==> src/swtq_pkg.sv <==
// package for the sorted wake-up timer queue
// holds shared constants, codes and the cell control struct; no dependencies

package swtq_pkg;

	localparam int DepthDefault    = 16;
	localparam int TagWidthDefault = 8;
	localparam int WakeWidth       = 64;
	localparam int MsWidth         = 32;

	localparam logic [1:0] FUNC_INSERT = 2'd0;
	localparam logic [1:0] FUNC_CANCEL = 2'd1;
	localparam logic [1:0] FUNC_CHECK  = 2'd2;

	typedef enum logic [2:0] {
		KIND_ACCEPTED = 3'd0,
		KIND_FULL     = 3'd1,
		KIND_WOKEN    = 3'd2,
		KIND_DELAY    = 3'd3,
		KIND_EMPTY    = 3'd4,
		KIND_NOTFOUND = 3'd5
	} kind_t;

	typedef enum logic [1:0] {
		CELL_HOLD,
		CELL_INSERT,
		CELL_CANCEL,
		CELL_POP
	} cell_op_t;

	typedef enum logic {
		ST_IDLE,
		ST_CHECK
	} state_t;

	typedef struct packed {
		cell_op_t               op;
		logic [WakeWidth-1:0]   wake;
	} cell_ctrl_t;

endpackage

==> src/sorted_wakeup_timer_queue_core.sv <==
// sorted wake-up timer queue: insert and cancel give one result on the cycle after the
// request; busy stays low so a new request can follow in the next cycle.
// a time check gives N woken results (N due entries) then one delay or empty result, one per cycle;
// the results follow the state and result registers, and busy is high while the check runs.
// all slots shift in the same cycle through the cell chain; the receiver cannot stall.
// reset clears the state, the slot valid bits, the entry count and the output strobe at once.

module sorted_wakeup_timer_queue_core #(
	parameter int DEPTH     = swtq_pkg::DepthDefault,
	parameter int TAG_WIDTH = swtq_pkg::TagWidthDefault
) (
	input  logic                          clk,
	input  logic                          arst_n,
	input  logic                          start,
	output logic                          busy,
	input  logic [1:0]                    func,
	input  logic [TAG_WIDTH-1:0]          client_tag,
	input  logic [swtq_pkg::MsWidth-1:0]  revive_months,
	input  logic [swtq_pkg::MsWidth-1:0]  revive_ms,
	input  logic [swtq_pkg::MsWidth-1:0]  clock_ms,
	input  logic [swtq_pkg::MsWidth-1:0]  last_ms,
	input  logic [swtq_pkg::MsWidth-1:0]  last_months,
	output logic                          strobe,
	output logic [2:0]                    kind,
	output logic [TAG_WIDTH-1:0]          result_tag,
	output logic [swtq_pkg::MsWidth-1:0]  delay_ms,
	output logic                          last
);

	localparam int CntW = $clog2(DEPTH + 1);
	localparam int WW   = swtq_pkg::WakeWidth;
	localparam int MW   = swtq_pkg::MsWidth;

	swtq_pkg::state_t     state_q, state_d;
	swtq_pkg::cell_ctrl_t ctrl;
	logic [CntW-1:0]      count_q, count_d;
	logic [WW-1:0]        now_q;
	logic [MW-1:0]        diff;
	logic [MW-1:0]        now_months;

	logic                 strobe_q, strobe_d;
	swtq_pkg::kind_t      kind_q, kind_d;
	logic [TAG_WIDTH-1:0] tag_q, tag_d;
	logic [MW-1:0]        delay_q, delay_d;
	logic                 last_q, last_d;

	logic [DEPTH-1:0]     valid_c, keep_c, hit_c;
	logic [TAG_WIDTH-1:0] tag_c  [DEPTH];
	logic [WW-1:0]        wake_c [DEPTH];

	logic                 accept;
	logic                 full;
	logic                 head_due;

	assign accept   = start && !busy;
	assign full     = (count_q == CntW'(DEPTH));
	assign busy     = (state_q == swtq_pkg::ST_CHECK);
	assign head_due = valid_c[0] && (wake_c[0] <= now_q);

	// month rolls over when the ms clock has wrapped past the last recorded time
	assign diff       = clock_ms - last_ms;
	assign now_months = last_months + {{(MW-1){1'b0}}, diff[MW-1]};

	for (genvar i = 0; i < DEPTH; i++) begin : g_cell
		logic                 p_valid, p_keep, p_hit, n_valid;
		logic [TAG_WIDTH-1:0] p_tag, n_tag;
		logic [WW-1:0]        p_wake, n_wake;

		if (i == 0) begin : g_head
			assign p_valid = 1'b1;
			assign p_keep  = 1'b1;
			assign p_hit   = 1'b0;
			assign p_tag   = '0;
			assign p_wake  = '0;
		end else begin : g_body
			assign p_valid = valid_c[i-1];
			assign p_keep  = keep_c[i-1];
			assign p_hit   = hit_c[i-1];
			assign p_tag   = tag_c[i-1];
			assign p_wake  = wake_c[i-1];
		end

		if (i == DEPTH - 1) begin : g_tail
			assign n_valid = 1'b0;
			assign n_tag   = '0;
			assign n_wake  = '0;
		end else begin : g_inner
			assign n_valid = valid_c[i+1];
			assign n_tag   = tag_c[i+1];
			assign n_wake  = wake_c[i+1];
		end

		swtq_cell #(
			.TAG_WIDTH(TAG_WIDTH)
		) u_cell (
			.clk        (clk),
			.arst_n     (arst_n),
			.ctrl       (ctrl),
			.new_tag    (client_tag),
			.prev_valid (p_valid),
			.prev_keep  (p_keep),
			.prev_hit   (p_hit),
			.prev_tag   (p_tag),
			.prev_wake  (p_wake),
			.next_valid (n_valid),
			.next_tag   (n_tag),
			.next_wake  (n_wake),
			.valid      (valid_c[i]),
			.tag        (tag_c[i]),
			.wake       (wake_c[i]),
			.keep       (keep_c[i]),
			.hit        (hit_c[i])
		);
	end

	always_comb begin
		state_d   = state_q;
		count_d   = count_q;
		ctrl.op   = swtq_pkg::CELL_HOLD;
		ctrl.wake = {revive_months, revive_ms};
		strobe_d  = 1'b0;
		kind_d    = swtq_pkg::KIND_ACCEPTED;
		tag_d     = client_tag;
		delay_d   = '0;
		last_d    = 1'b1;
		case (state_q)
			swtq_pkg::ST_IDLE: begin
				if (accept) begin
					if (func == swtq_pkg::FUNC_INSERT) begin
						strobe_d = 1'b1;
						if (full) begin
							kind_d = swtq_pkg::KIND_FULL;
						end else begin
							ctrl.op = swtq_pkg::CELL_INSERT;
							count_d = count_q + CntW'(1);
						end
					end else if (func == swtq_pkg::FUNC_CANCEL) begin
						strobe_d = 1'b1;
						ctrl.op  = swtq_pkg::CELL_CANCEL;
						if (hit_c[DEPTH-1]) begin
							kind_d  = swtq_pkg::KIND_WOKEN;
							count_d = count_q - CntW'(1);
						end else begin
							kind_d = swtq_pkg::KIND_NOTFOUND;
						end
					end else if (func == swtq_pkg::FUNC_CHECK) begin
						state_d = swtq_pkg::ST_CHECK;
					end
				end
			end
			swtq_pkg::ST_CHECK: begin
				strobe_d = 1'b1;
				if (head_due) begin
					ctrl.op = swtq_pkg::CELL_POP;
					count_d = count_q - CntW'(1);
					kind_d  = swtq_pkg::KIND_WOKEN;
					tag_d   = tag_c[0];
					last_d  = 1'b0;
				end else begin
					state_d = swtq_pkg::ST_IDLE;
					tag_d   = '0;
					if (valid_c[0]) begin
						kind_d  = swtq_pkg::KIND_DELAY;
						delay_d = wake_c[0][MW-1:0] - now_q[MW-1:0];
					end else begin
						kind_d = swtq_pkg::KIND_EMPTY;
					end
				end
			end
			default: begin
				state_d = swtq_pkg::ST_IDLE;
			end
		endcase
	end

	always_ff @(posedge clk or negedge arst_n) begin
		if (!arst_n) begin
			state_q  <= swtq_pkg::ST_IDLE;
			count_q  <= '0;
			strobe_q <= 1'b0;
		end else begin
			state_q  <= state_d;
			count_q  <= count_d;
			strobe_q <= strobe_d;
		end
	end

	always_ff @(posedge clk) begin
		kind_q  <= kind_d;
		tag_q   <= tag_d;
		delay_q <= delay_d;
		last_q  <= last_d;
		if (accept && func == swtq_pkg::FUNC_CHECK) begin
			now_q <= {now_months, clock_ms};
		end
	end

	assign strobe     = strobe_q;
	assign kind       = kind_q;
	assign result_tag = tag_q;
	assign delay_ms   = delay_q;
	assign last       = last_q;

	// entry count always equals the number of occupied slots
	a_count_matches: assert property (@(posedge clk) disable iff (!arst_n)
		CntW'($countones(valid_c)) == count_q)
		else $error("entry count does not match occupied slots");

	// occupied slots form a prefix of the chain
	a_valid_prefix: assert property (@(posedge clk) disable iff (!arst_n)
		((valid_c + DEPTH'(1)) & valid_c) == '0)
		else $error("gap in occupied slots");

	// a non-final result only comes out while a time check is still running
	a_nonlast_in_check: assert property (@(posedge clk) disable iff (!arst_n)
		strobe_q && !last_q |-> state_q == swtq_pkg::ST_CHECK)
		else $error("non-final result outside a time check");

	// an accepted time check always raises busy, followed by a result strobe
	a_check_emits: assert property (@(posedge clk) disable iff (!arst_n)
		accept && func == swtq_pkg::FUNC_CHECK |=> busy ##1 strobe_q)
		else $error("time check did not start");

endmodule

==> src/swtq_cell.sv <==
// one slot of the sorted queue: valid, tag and wake time
// shifts toward or away from its neighbors under command; uses swtq_pkg

module swtq_cell #(
	parameter int TAG_WIDTH = swtq_pkg::TagWidthDefault
) (
	input  logic                             clk,
	input  logic                             arst_n,
	input  swtq_pkg::cell_ctrl_t             ctrl,
	input  logic [TAG_WIDTH-1:0]             new_tag,
	input  logic                             prev_valid,
	input  logic                             prev_keep,
	input  logic                             prev_hit,
	input  logic [TAG_WIDTH-1:0]             prev_tag,
	input  logic [swtq_pkg::WakeWidth-1:0]   prev_wake,
	input  logic                             next_valid,
	input  logic [TAG_WIDTH-1:0]             next_tag,
	input  logic [swtq_pkg::WakeWidth-1:0]   next_wake,
	output logic                             valid,
	output logic [TAG_WIDTH-1:0]             tag,
	output logic [swtq_pkg::WakeWidth-1:0]   wake,
	output logic                             keep,
	output logic                             hit
);

	logic                             valid_q;
	logic [TAG_WIDTH-1:0]             tag_q;
	logic [swtq_pkg::WakeWidth-1:0]   wake_q;
	logic                             match;
	logic                             at_or_after;

	assign keep        = valid_q && (wake_q <= ctrl.wake);
	assign match       = valid_q && (tag_q == new_tag);
	assign hit         = prev_hit || match;
	assign at_or_after = hit;

	always_ff @(posedge clk or negedge arst_n) begin
		if (!arst_n) begin
			valid_q <= 1'b0;
		end else begin
			case (ctrl.op)
				swtq_pkg::CELL_INSERT: begin
					valid_q <= valid_q || prev_valid;
				end
				swtq_pkg::CELL_CANCEL: begin
					if (at_or_after) begin
						valid_q <= next_valid;
					end
				end
				swtq_pkg::CELL_POP: begin
					valid_q <= next_valid;
				end
				default: begin
					valid_q <= valid_q;
				end
			endcase
		end
	end

	always_ff @(posedge clk) begin
		case (ctrl.op)
			swtq_pkg::CELL_INSERT: begin
				// entries past the insertion point move one slot back
				if (!keep) begin
					if (prev_keep) begin
						tag_q  <= new_tag;
						wake_q <= ctrl.wake;
					end else begin
						tag_q  <= prev_tag;
						wake_q <= prev_wake;
					end
				end
			end
			swtq_pkg::CELL_CANCEL: begin
				if (at_or_after) begin
					tag_q  <= next_tag;
					wake_q <= next_wake;
				end
			end
			swtq_pkg::CELL_POP: begin
				tag_q  <= next_tag;
				wake_q <= next_wake;
			end
			default: begin
				tag_q  <= tag_q;
				wake_q <= wake_q;
			end
		endcase
	end

	assign valid = valid_q;
	assign tag   = tag_q;
	assign wake  = wake_q;

endmodule

==> config.mk <==
export PLATFORM = sky130hd
export DESIGN_NAME = sorted_wakeup_timer_queue_core
export DESIGN_NICKNAME = d
export VERILOG_FILES = /design/src/swtq_pkg.sv /design/src/sorted_wakeup_timer_queue_core.sv /design/src/swtq_cell.sv
export SDC_FILE = /design/constraint.sdc
export NUM_CORES = 2
export LEC_CHECK = 0
export ABC_CLOCK_PERIOD_IN_PS = 6600
export BUFFER_PORTS_ARGS = -buffer_cell sky130_fd_sc_hd__buf_4
export CAP_MARGIN = 30
export CORE_MARGIN = 3
export CORE_UTILIZATION = 50
export CTS_BUF_LIST = sky130_fd_sc_hd__clkbuf_4 sky130_fd_sc_hd__clkbuf_8
export CTS_CLUSTER_SIZE = 24
export DETAILED_ROUTE_END_ITERATION = 10
export MAX_ROUTING_LAYER = met4
export PLACE_DENSITY_LB_ADDON = 0.2
export SLEW_MARGIN = 20
export SYNTH_ARGS = -nofsm -noshare
export SYNTH_HDL_FRONTEND = slang
export SYNTH_SLANG_ARGS = --single-unit
export TNS_END_PERCENT = 5
==> constraint.sdc <==
create_clock -name clk -period 6.6 [get_ports clk]
set_input_delay 0 -clock clk [delete_from_list [all_inputs] [get_ports clk]]
set_output_delay 0 -clock clk [all_outputs]
set_load 0.02 [all_outputs]
# ---- Word level (Yosys, flattened, before mapping)
# Index checks and enable logic that the tools add are counted.
# W data, S select, Z words.
dict set report word_totals {
  ff_bits 1283
  in_bits 173
  output_inout_bits 46
  word_cells 433
}
dict set report classes {
  addsub 5
  n_lt_le_gt_ge 17
  eq_ne 59
  mux 192
  bitwise_logic 2
  reduce_logical 102
}
# op count
set ops {}
lappend ops {{$pmux W64 S3} 16}
lappend ops {{$mux W64} 47}
lappend ops {{$le A64 B64 Y1} 17}
lappend ops {{$mux W8} 49}
lappend ops {{$pmux W8 S3} 16}
lappend ops {{$eq A8 B8 Y1} 16}
lappend ops {{$sub A32 B32 Y32} 2}
lappend ops {{$pmux W1 S3} 16}
lappend ops {{$reduce_and A3 Y1} 16}
lappend ops {{$logic_and A1 B1 Y1} 35}
lappend ops {{$ne A2 B1 Y1 const B} 17}
lappend ops {{$ne A2 B2 Y1 const B} 17}
lappend ops {{$add A32 B1 Y32} 1}
lappend ops {{$reduce_and A2 Y1} 16}
lappend ops {{$logic_or A1 B1 Y1} 30}
lappend ops {{$mux W5} 6}
lappend ops {{$mux W1} 27}
lappend ops {{$mux W3} 6}
lappend ops {{$pmux W5 S2} 1}
lappend ops {{$mux W2} 4}
lappend ops {{$eq A2 B2 Y1 const B} 3}
lappend ops {{$ne A3 B3 Y1 const B} 2}
lappend ops {{$pmux W3 S2} 1}
lappend ops {{$add A5 B1 Y5 const B} 1}
lappend ops {{12 further kinds} 15}

# ---- Longest topological paths before layout
dict set report logic_depth {
  word_depth 22
  depth_mapped 20
  depth_no_buf 20
}

# ---- By module
# Synthesis repeated with hierarchy kept, for this count alone.
dict set report unflattened {
  cells_unflattened 9781
  area_unflattened_um2 94186.6
}
# module n_inst cells_per_inst area_per_inst_um2 seq_area_each_um2
set modules_own_cells {}
lappend modules_own_cells {swtq_cell 16 560 5403.9 2187.1}
lappend modules_own_cells {sorted_wakeup_timer_queue_core 1 821 7723.7 2977.9}

# ---- Worst setup path before layout
# No wires, ideal clock.
dict set report synth_path {
  path_type {reg2reg}
  startpoint {register g_cell[0].u_cell.wake_q (netlist bit g_cell[0].u_cell.wake[4])}
  endpoint {register g_cell[12].u_cell.tag_q[0], enable pin}
  setup_time_ns 0.545
  arrival_ns 6.240
  required_time_ns 6.055
  slack_ns -0.185
  path_stages_with_launch 11
  path_buffers 1
  synth_period_minus_slack_ns 6.785
  cell_sequence {edfxtp_1 -> ha_1 -> a21o_1 -> a21oi_1 -> a21oi_1 -> or2_1 -> a2111o_1 -> o21ai_2 -> clkbuf_1 -> nor3_1 -> a31oi_1}
}
dict set report synth_via {
  elab_chain_len 7
  elab_cells_between_ends 11
  classes_between {order compare (1); eq/ne (5); mux (2); reduce/logical (3)}
}
# item line_no
set synth_lines {}
lappend synth_lines {{from (decl)} swtq_cell.sv:28} ;# logic [swtq_pkg::WakeWidth-1:0] wake_q;
lappend synth_lines {{from (signal assigned)} swtq_cell.sv:67} ;# wake_q <= ctrl.wake;
lappend synth_lines {{from (signal assigned)} swtq_cell.sv:70} ;# wake_q <= prev_wake;
lappend synth_lines {{from (signal assigned)} swtq_cell.sv:77} ;# wake_q <= next_wake;
lappend synth_lines {{$le A64 B64 Y1 *} sorted_wakeup_timer_queue_core.sv:58} ;# assign head_due = valid_c[0] && (wake_c[0] <= now_q);
lappend synth_lines {{$logic_and A1 B1 Y1 *} sorted_wakeup_timer_queue_core.sv:58}
lappend synth_lines {{$mux W2 *} sorted_wakeup_timer_queue_core.sv:153} ;# if (head_due) begin
lappend synth_lines {{$pmux W2 S2 *} sorted_wakeup_timer_queue_core.sv:126} ;# case (state_q)
lappend synth_lines {{$eq A2 B2 Y1 or $eq A2 B1 Y1 (tied branches)} swtq_cell.sv:61} ;# case (ctrl.op)
lappend synth_lines {{$ne A2 B1 Y1 (no source line) (tied with other cells)} --}
lappend synth_lines {{$reduce_and A3 Y1 (no source line) *} --}
lappend synth_lines {{to (signal assigned)} swtq_cell.sv:66} ;# tag_q <= new_tag;
lappend synth_lines {{to (signal assigned)} swtq_cell.sv:69} ;# tag_q <= prev_tag;
lappend synth_lines {{to (signal assigned)} swtq_cell.sv:76} ;# tag_q <= next_tag;
lappend synth_lines {{to (decl)} swtq_cell.sv:27} ;# logic [TAG_WIDTH-1:0] tag_q;
# Every way passes the cells marked *; elsewhere a longest branch is shown, timed or not.
# A chain may end at the register's enable or synchronous reset.

# ---- Worst setup path in the final report
dict set report layout_path {
  startpoint {register g_cell[0].u_cell.wake_q (netlist bit g_cell[0].u_cell.wake[59])}
  endpoint {register g_cell[15].u_cell.wake_q (netlist bit g_cell[15].u_cell.wake[12]), enable pin}
}
dict set report layout_via {
  elab_chain_len 7
  elab_cells_between_ends 11
  classes_between {order compare (1); eq/ne (5); mux (2); reduce/logical (3)}
}
# item line_no
set layout_lines {}
lappend layout_lines {{$le A64 B64 Y1 *} sorted_wakeup_timer_queue_core.sv:58}
lappend layout_lines {{$logic_and A1 B1 Y1 *} sorted_wakeup_timer_queue_core.sv:58}
lappend layout_lines {{$mux W2 *} sorted_wakeup_timer_queue_core.sv:153}
lappend layout_lines {{$pmux W2 S2 *} sorted_wakeup_timer_queue_core.sv:126}
lappend layout_lines {{$eq A2 B2 Y1 or $eq A2 B1 Y1 (tied branches)} swtq_cell.sv:61}
lappend layout_lines {{$ne A2 B1 Y1 (no source line) (tied with other cells)} --}
lappend layout_lines {{$reduce_and A3 Y1 (no source line) *} --}
lappend layout_lines {{to (signal assigned)} swtq_cell.sv:67}
lappend layout_lines {{to (signal assigned)} swtq_cell.sv:70}
lappend layout_lines {{to (signal assigned)} swtq_cell.sv:77}
lappend layout_lines {{to (decl)} swtq_cell.sv:28}
# Marks and branches as above.

==> summary.md <==
| Metric | Value |
|---|---|
| Status | `finished clean` |
| Hold Violations, Final | `0` |
| Tmin final | `between 5 and 6 ns` |
| Initial core utilization | `0.506` |
| Initial DRC Count | `slightly above 8k` |
| Least-Margin Pin Slew | `between 1 and 1.5 ns` |
| Final slew viol count | `0` |
| Req. time, crit path | `7.20 ns` |
| Syn avg cell area | `10.2 sq um` |
| Hold Crit Class | `in2reg` |
| # Max-Cap Violations | `0` |
| Synth Cell Area | `0.0896 sq mm` |
| Vias post-DR | `74.1k` |
| Worst setup EP type | `flop` |
| Initial antenna violation count | `15` |
| Port bufs | `218` |
| GRT Overall Usage | `0.336` |
| Worst skew pair latency | `1.02 ns` |
| Cell Count Post-Placement | `11.0k` |
| Fmax | `178 MHz` |
| FF-to-FF setup slack | `0.97 ns` |
| Antenna-violating nets left | `0` |
| Clock sinks | `1,283` |
| Clock root buffer | `clkbuf_8` |
| Worst-path maximum fanout | `46` |
| Drt drc | `0` |
| P&R area growth vs syn | `13.3%` |
| Layout cells sized above 1 | `0.0897` |
| Async SR Flop Fraction | `0.0179` |
| Clock-pin transition on the worst setup and hold timing paths | `approximately 0.060 ns` |
| Setup ws final | `just under 1 ns` |
| Final period utilization | `0.854` |
| P_leak | `a little over 40 nW` |
| Post-DP HPWL | `221,000 um` |
| DIE AREA | `0.184 sq mm` |
| Detailed-route wire length | `about 310,000 um` |
| Chip Width | `429 um` |
| Clock skew | `0.0696 ns` |
| Cell variety after synth | `77` |
| Crit start category | `flop` |
| Core ar. | `0.177 sq mm` |
| Max-slew headroom | `0.166` |
| Max IR drop VDD | `0.000233 V` |
| DP Worst Slack | `between 0.7 and 0.8 ns` |
| H-tree levels | `4` |
| Arr. time, crit path | `6.24 ns` |
| Synthesis warning total | `0` |
| Routability-driven placement congestion ratio | `0.959` |
| Post-Synthesis Cells | `8,787` |
| # IOs | `around 220` |
| Number of synthesized flops with an enable pin | `roughly 1.2k` |
| Vias per inst | `6.32` |
| Worst Setup Path Type | `reg2reg` |
| Fillers | `15.3k` |
| Flops & latches, synth | `~1.3k` |
| Die Ht | `about 430 um` |
| Most frequent cells in the layout | `nand2_1 (1,249), edfxtp_1 (1,216), ha_1 (1,122), mux2i_1 (1,082), o21ai_0 (1,039)` |
| First-pass GRT wire length | `461,000 um` |
| Commonest non-fill, non-tap cell in the layout | `nand2_1` |
| Pwr dens | `293 mW/mm^2` |
| Pre-Repair DR Iteration Count | `6` |
| Max Root-Sink Buffers | `3` |
| Post-Layout Cell Count | `11.7k` |
| Vias in the first global route | `72.6k` |
| RSZ-0062 raised after global routing | `false` |
| Drt wl/cell | `26.4 um` |
| Largest net degree at the start of global routing | `290` |
| # setup viols final | `0` |
| Post-Syn Nets | `10.1k` |
| Aggregate global routing overflow | `0` |
| Inserted Clock Buffers | `229` |
| Ys flop type | `edfxtp_1` |
| Net total in the final layout | `10.5k` |
| Sequential element share of the synthesized area | `0.424` |
| Rows | `around 150` |
| CTS tree | `yes` |
## worst max-delay path, cell delays in order, from the launching register on
cell	delay, ns
edfxtp_1	0.44
ha_1	0.35
nand4_1	0.38
nor4_1	0.72
buf_4	0.28
nand2_1	0.24
nor4_1	0.34
buf_4	0.24
nand3_1	0.17
o21ai_2	0.35
nor2_1	0.20
nand2_1	0.21
o21a_4	0.74
buf_4	0.54
## flip-flops by register name (all words and copies together) (netlist names), 3 cells and up
register,count
g_cell.u_cell.valid,16
g_cell.u_cell.tag,128
result_tag,8
g_cell.u_cell.wake,1024
delay_ms,32
now_q,64
kind,3
count_q,5
## per-stage QoR
step                power, mW  utilization  area [sq um]  hold WS, ns  setup TNS (ns)
detailed placement       21.5        0.531         94100      -0.0692               0
finish                   29.8        0.573        102000       0.0835               0
global placement         21.2        0.531         94000      -0.0727          -16.00
floorplan                18.3            -         89600       -0.296          -34.62
CTS                      29.6        0.573        101000      0.00111               0
global route             31.2        0.573        102000       0.0448               0
## worst paths after layout
| check | from | end | cells after the start |
|---|---|---|---|
| max in group asynchronous | arst_n | g_cell[9].u_cell.valid | 5 |
| worst max register to register | g_cell[0].u_cell.wake[59] | g_cell[15].u_cell.wake[12] | 13 |
| worst min register to register | count_q[4] | count_q[4] | 1 |
| worst min-delay path | revive_months[5] | g_cell[15].u_cell.wake[37] | 4 |
| min in group asynchronous | arst_n | count_q[0] | 5 |
| worst max-delay path | g_cell[0].u_cell.wake[59] | g_cell[15].u_cell.wake[12] | 13 |
## metal layers
| layer | vias up | part of all wire | global-route usage |
|---|---|---|---|
| met2 | 3256 | 0.45 | 0.511 |
| met1 | 36500 | 0.41 | 0.435 |
| met4 | 0 | 0.054 | 0.166 |
| met5 | - | 0 | - |
| met3 | 661 | 0.080 | 0.0559 |
| li1 | 33800 | - | - |
## layout make-up
| cell class | count | area, sq um | share of cell area |
|---|---|---|---|
| well taps | 2340 | 2930 | 0.0288 |
| multi-input cells | 6798 | 49000 | 0.483 |
| repair buffers | 650 | 6000 | 0.0591 |
| inverters | 223 | 837 | 0.00824 |
| diodes | 14 | 35.0 | 0.000345 |
| clock buffers | 317 | 3900 | 0.0384 |
| flip-flops and latches | 1283 | 38000 | 0.374 |
| clock inverters | 105 | 861 | 0.00848 |
## where the power goes
group / internal (mW) / switching (mW)
Clock: 4.26 / 3.75
Combinational: 3.79 / 6.02
Sequential: 10.9 / 1.12
## synthesized netlist by cell type, types with 19 or more instances
| cell | instances | share of area |
|---|---|---|
| dfrtp_1 | 23 | 0.0064 |
| a31oi_1 | 25 | 0.0017 |
| nand4_1 | 234 | 0.016 |
| a21oi_1 | 420 | 0.023 |
| a211oi_1 | 81 | 0.0068 |
| mux2i_1 | 1082 | 0.12 |
| clkbuf_1 | 241 | 0.010 |
| a21o_1 | 96 | 0.0080 |
| nand2_1 | 1251 | 0.052 |
| o211ai_1 | 33 | 0.0028 |
| o21ai_0 | 1041 | 0.058 |
| a2111oi_0 | 34 | 0.0033 |
| nor3_1 | 86 | 0.0048 |
| o21bai_1 | 23 | 0.0019 |
| o21ai_1 | 183 | 0.010 |
| inv_1 | 223 | 0.0093 |
| buf_4 | 37 | 0.0031 |
| edfxtp_1 | 1216 | 0.41 |
| nor2_1 | 382 | 0.016 |
| nor4_1 | 48 | 0.0034 |
| and4_1 | 19 | 0.0019 |
| nand3_1 | 122 | 0.0068 |
| ha_1 | 1122 | 0.16 |
| xnor2_1 | 124 | 0.012 |
| dfxtp_1 | 44 | 0.0098 |
| nor2b_1 | 47 | 0.0033 |
| xor2_1 | 67 | 0.0065 |
| nand2b_1 | 26 | 0.0018 |
| o21a_1 | 32 | 0.0027 |
| buf_2 | 185 | 0.010 |
## repair_timing
| action | in CTS | in global routing |
|---|---|---|
| hold buffers | 253 | 0 |
| buffers inserted | 0 | 0 |
| gates resized for setup | 0 | 0 |
| setup endpoints to repair | 0 | 0 |
| endpoints found under the hold margin | 1251 | 0 |
## cell families after synthesis
group | share of synthesized area
flops | 0.424
xor+xnor | 0.0187
mux | 0.121
buf+inv | 0.0343
fa+ha+maj | 0.157
compound gates | 0.132
simple gates | 0.113
Power figures use the tool's default switching activity.
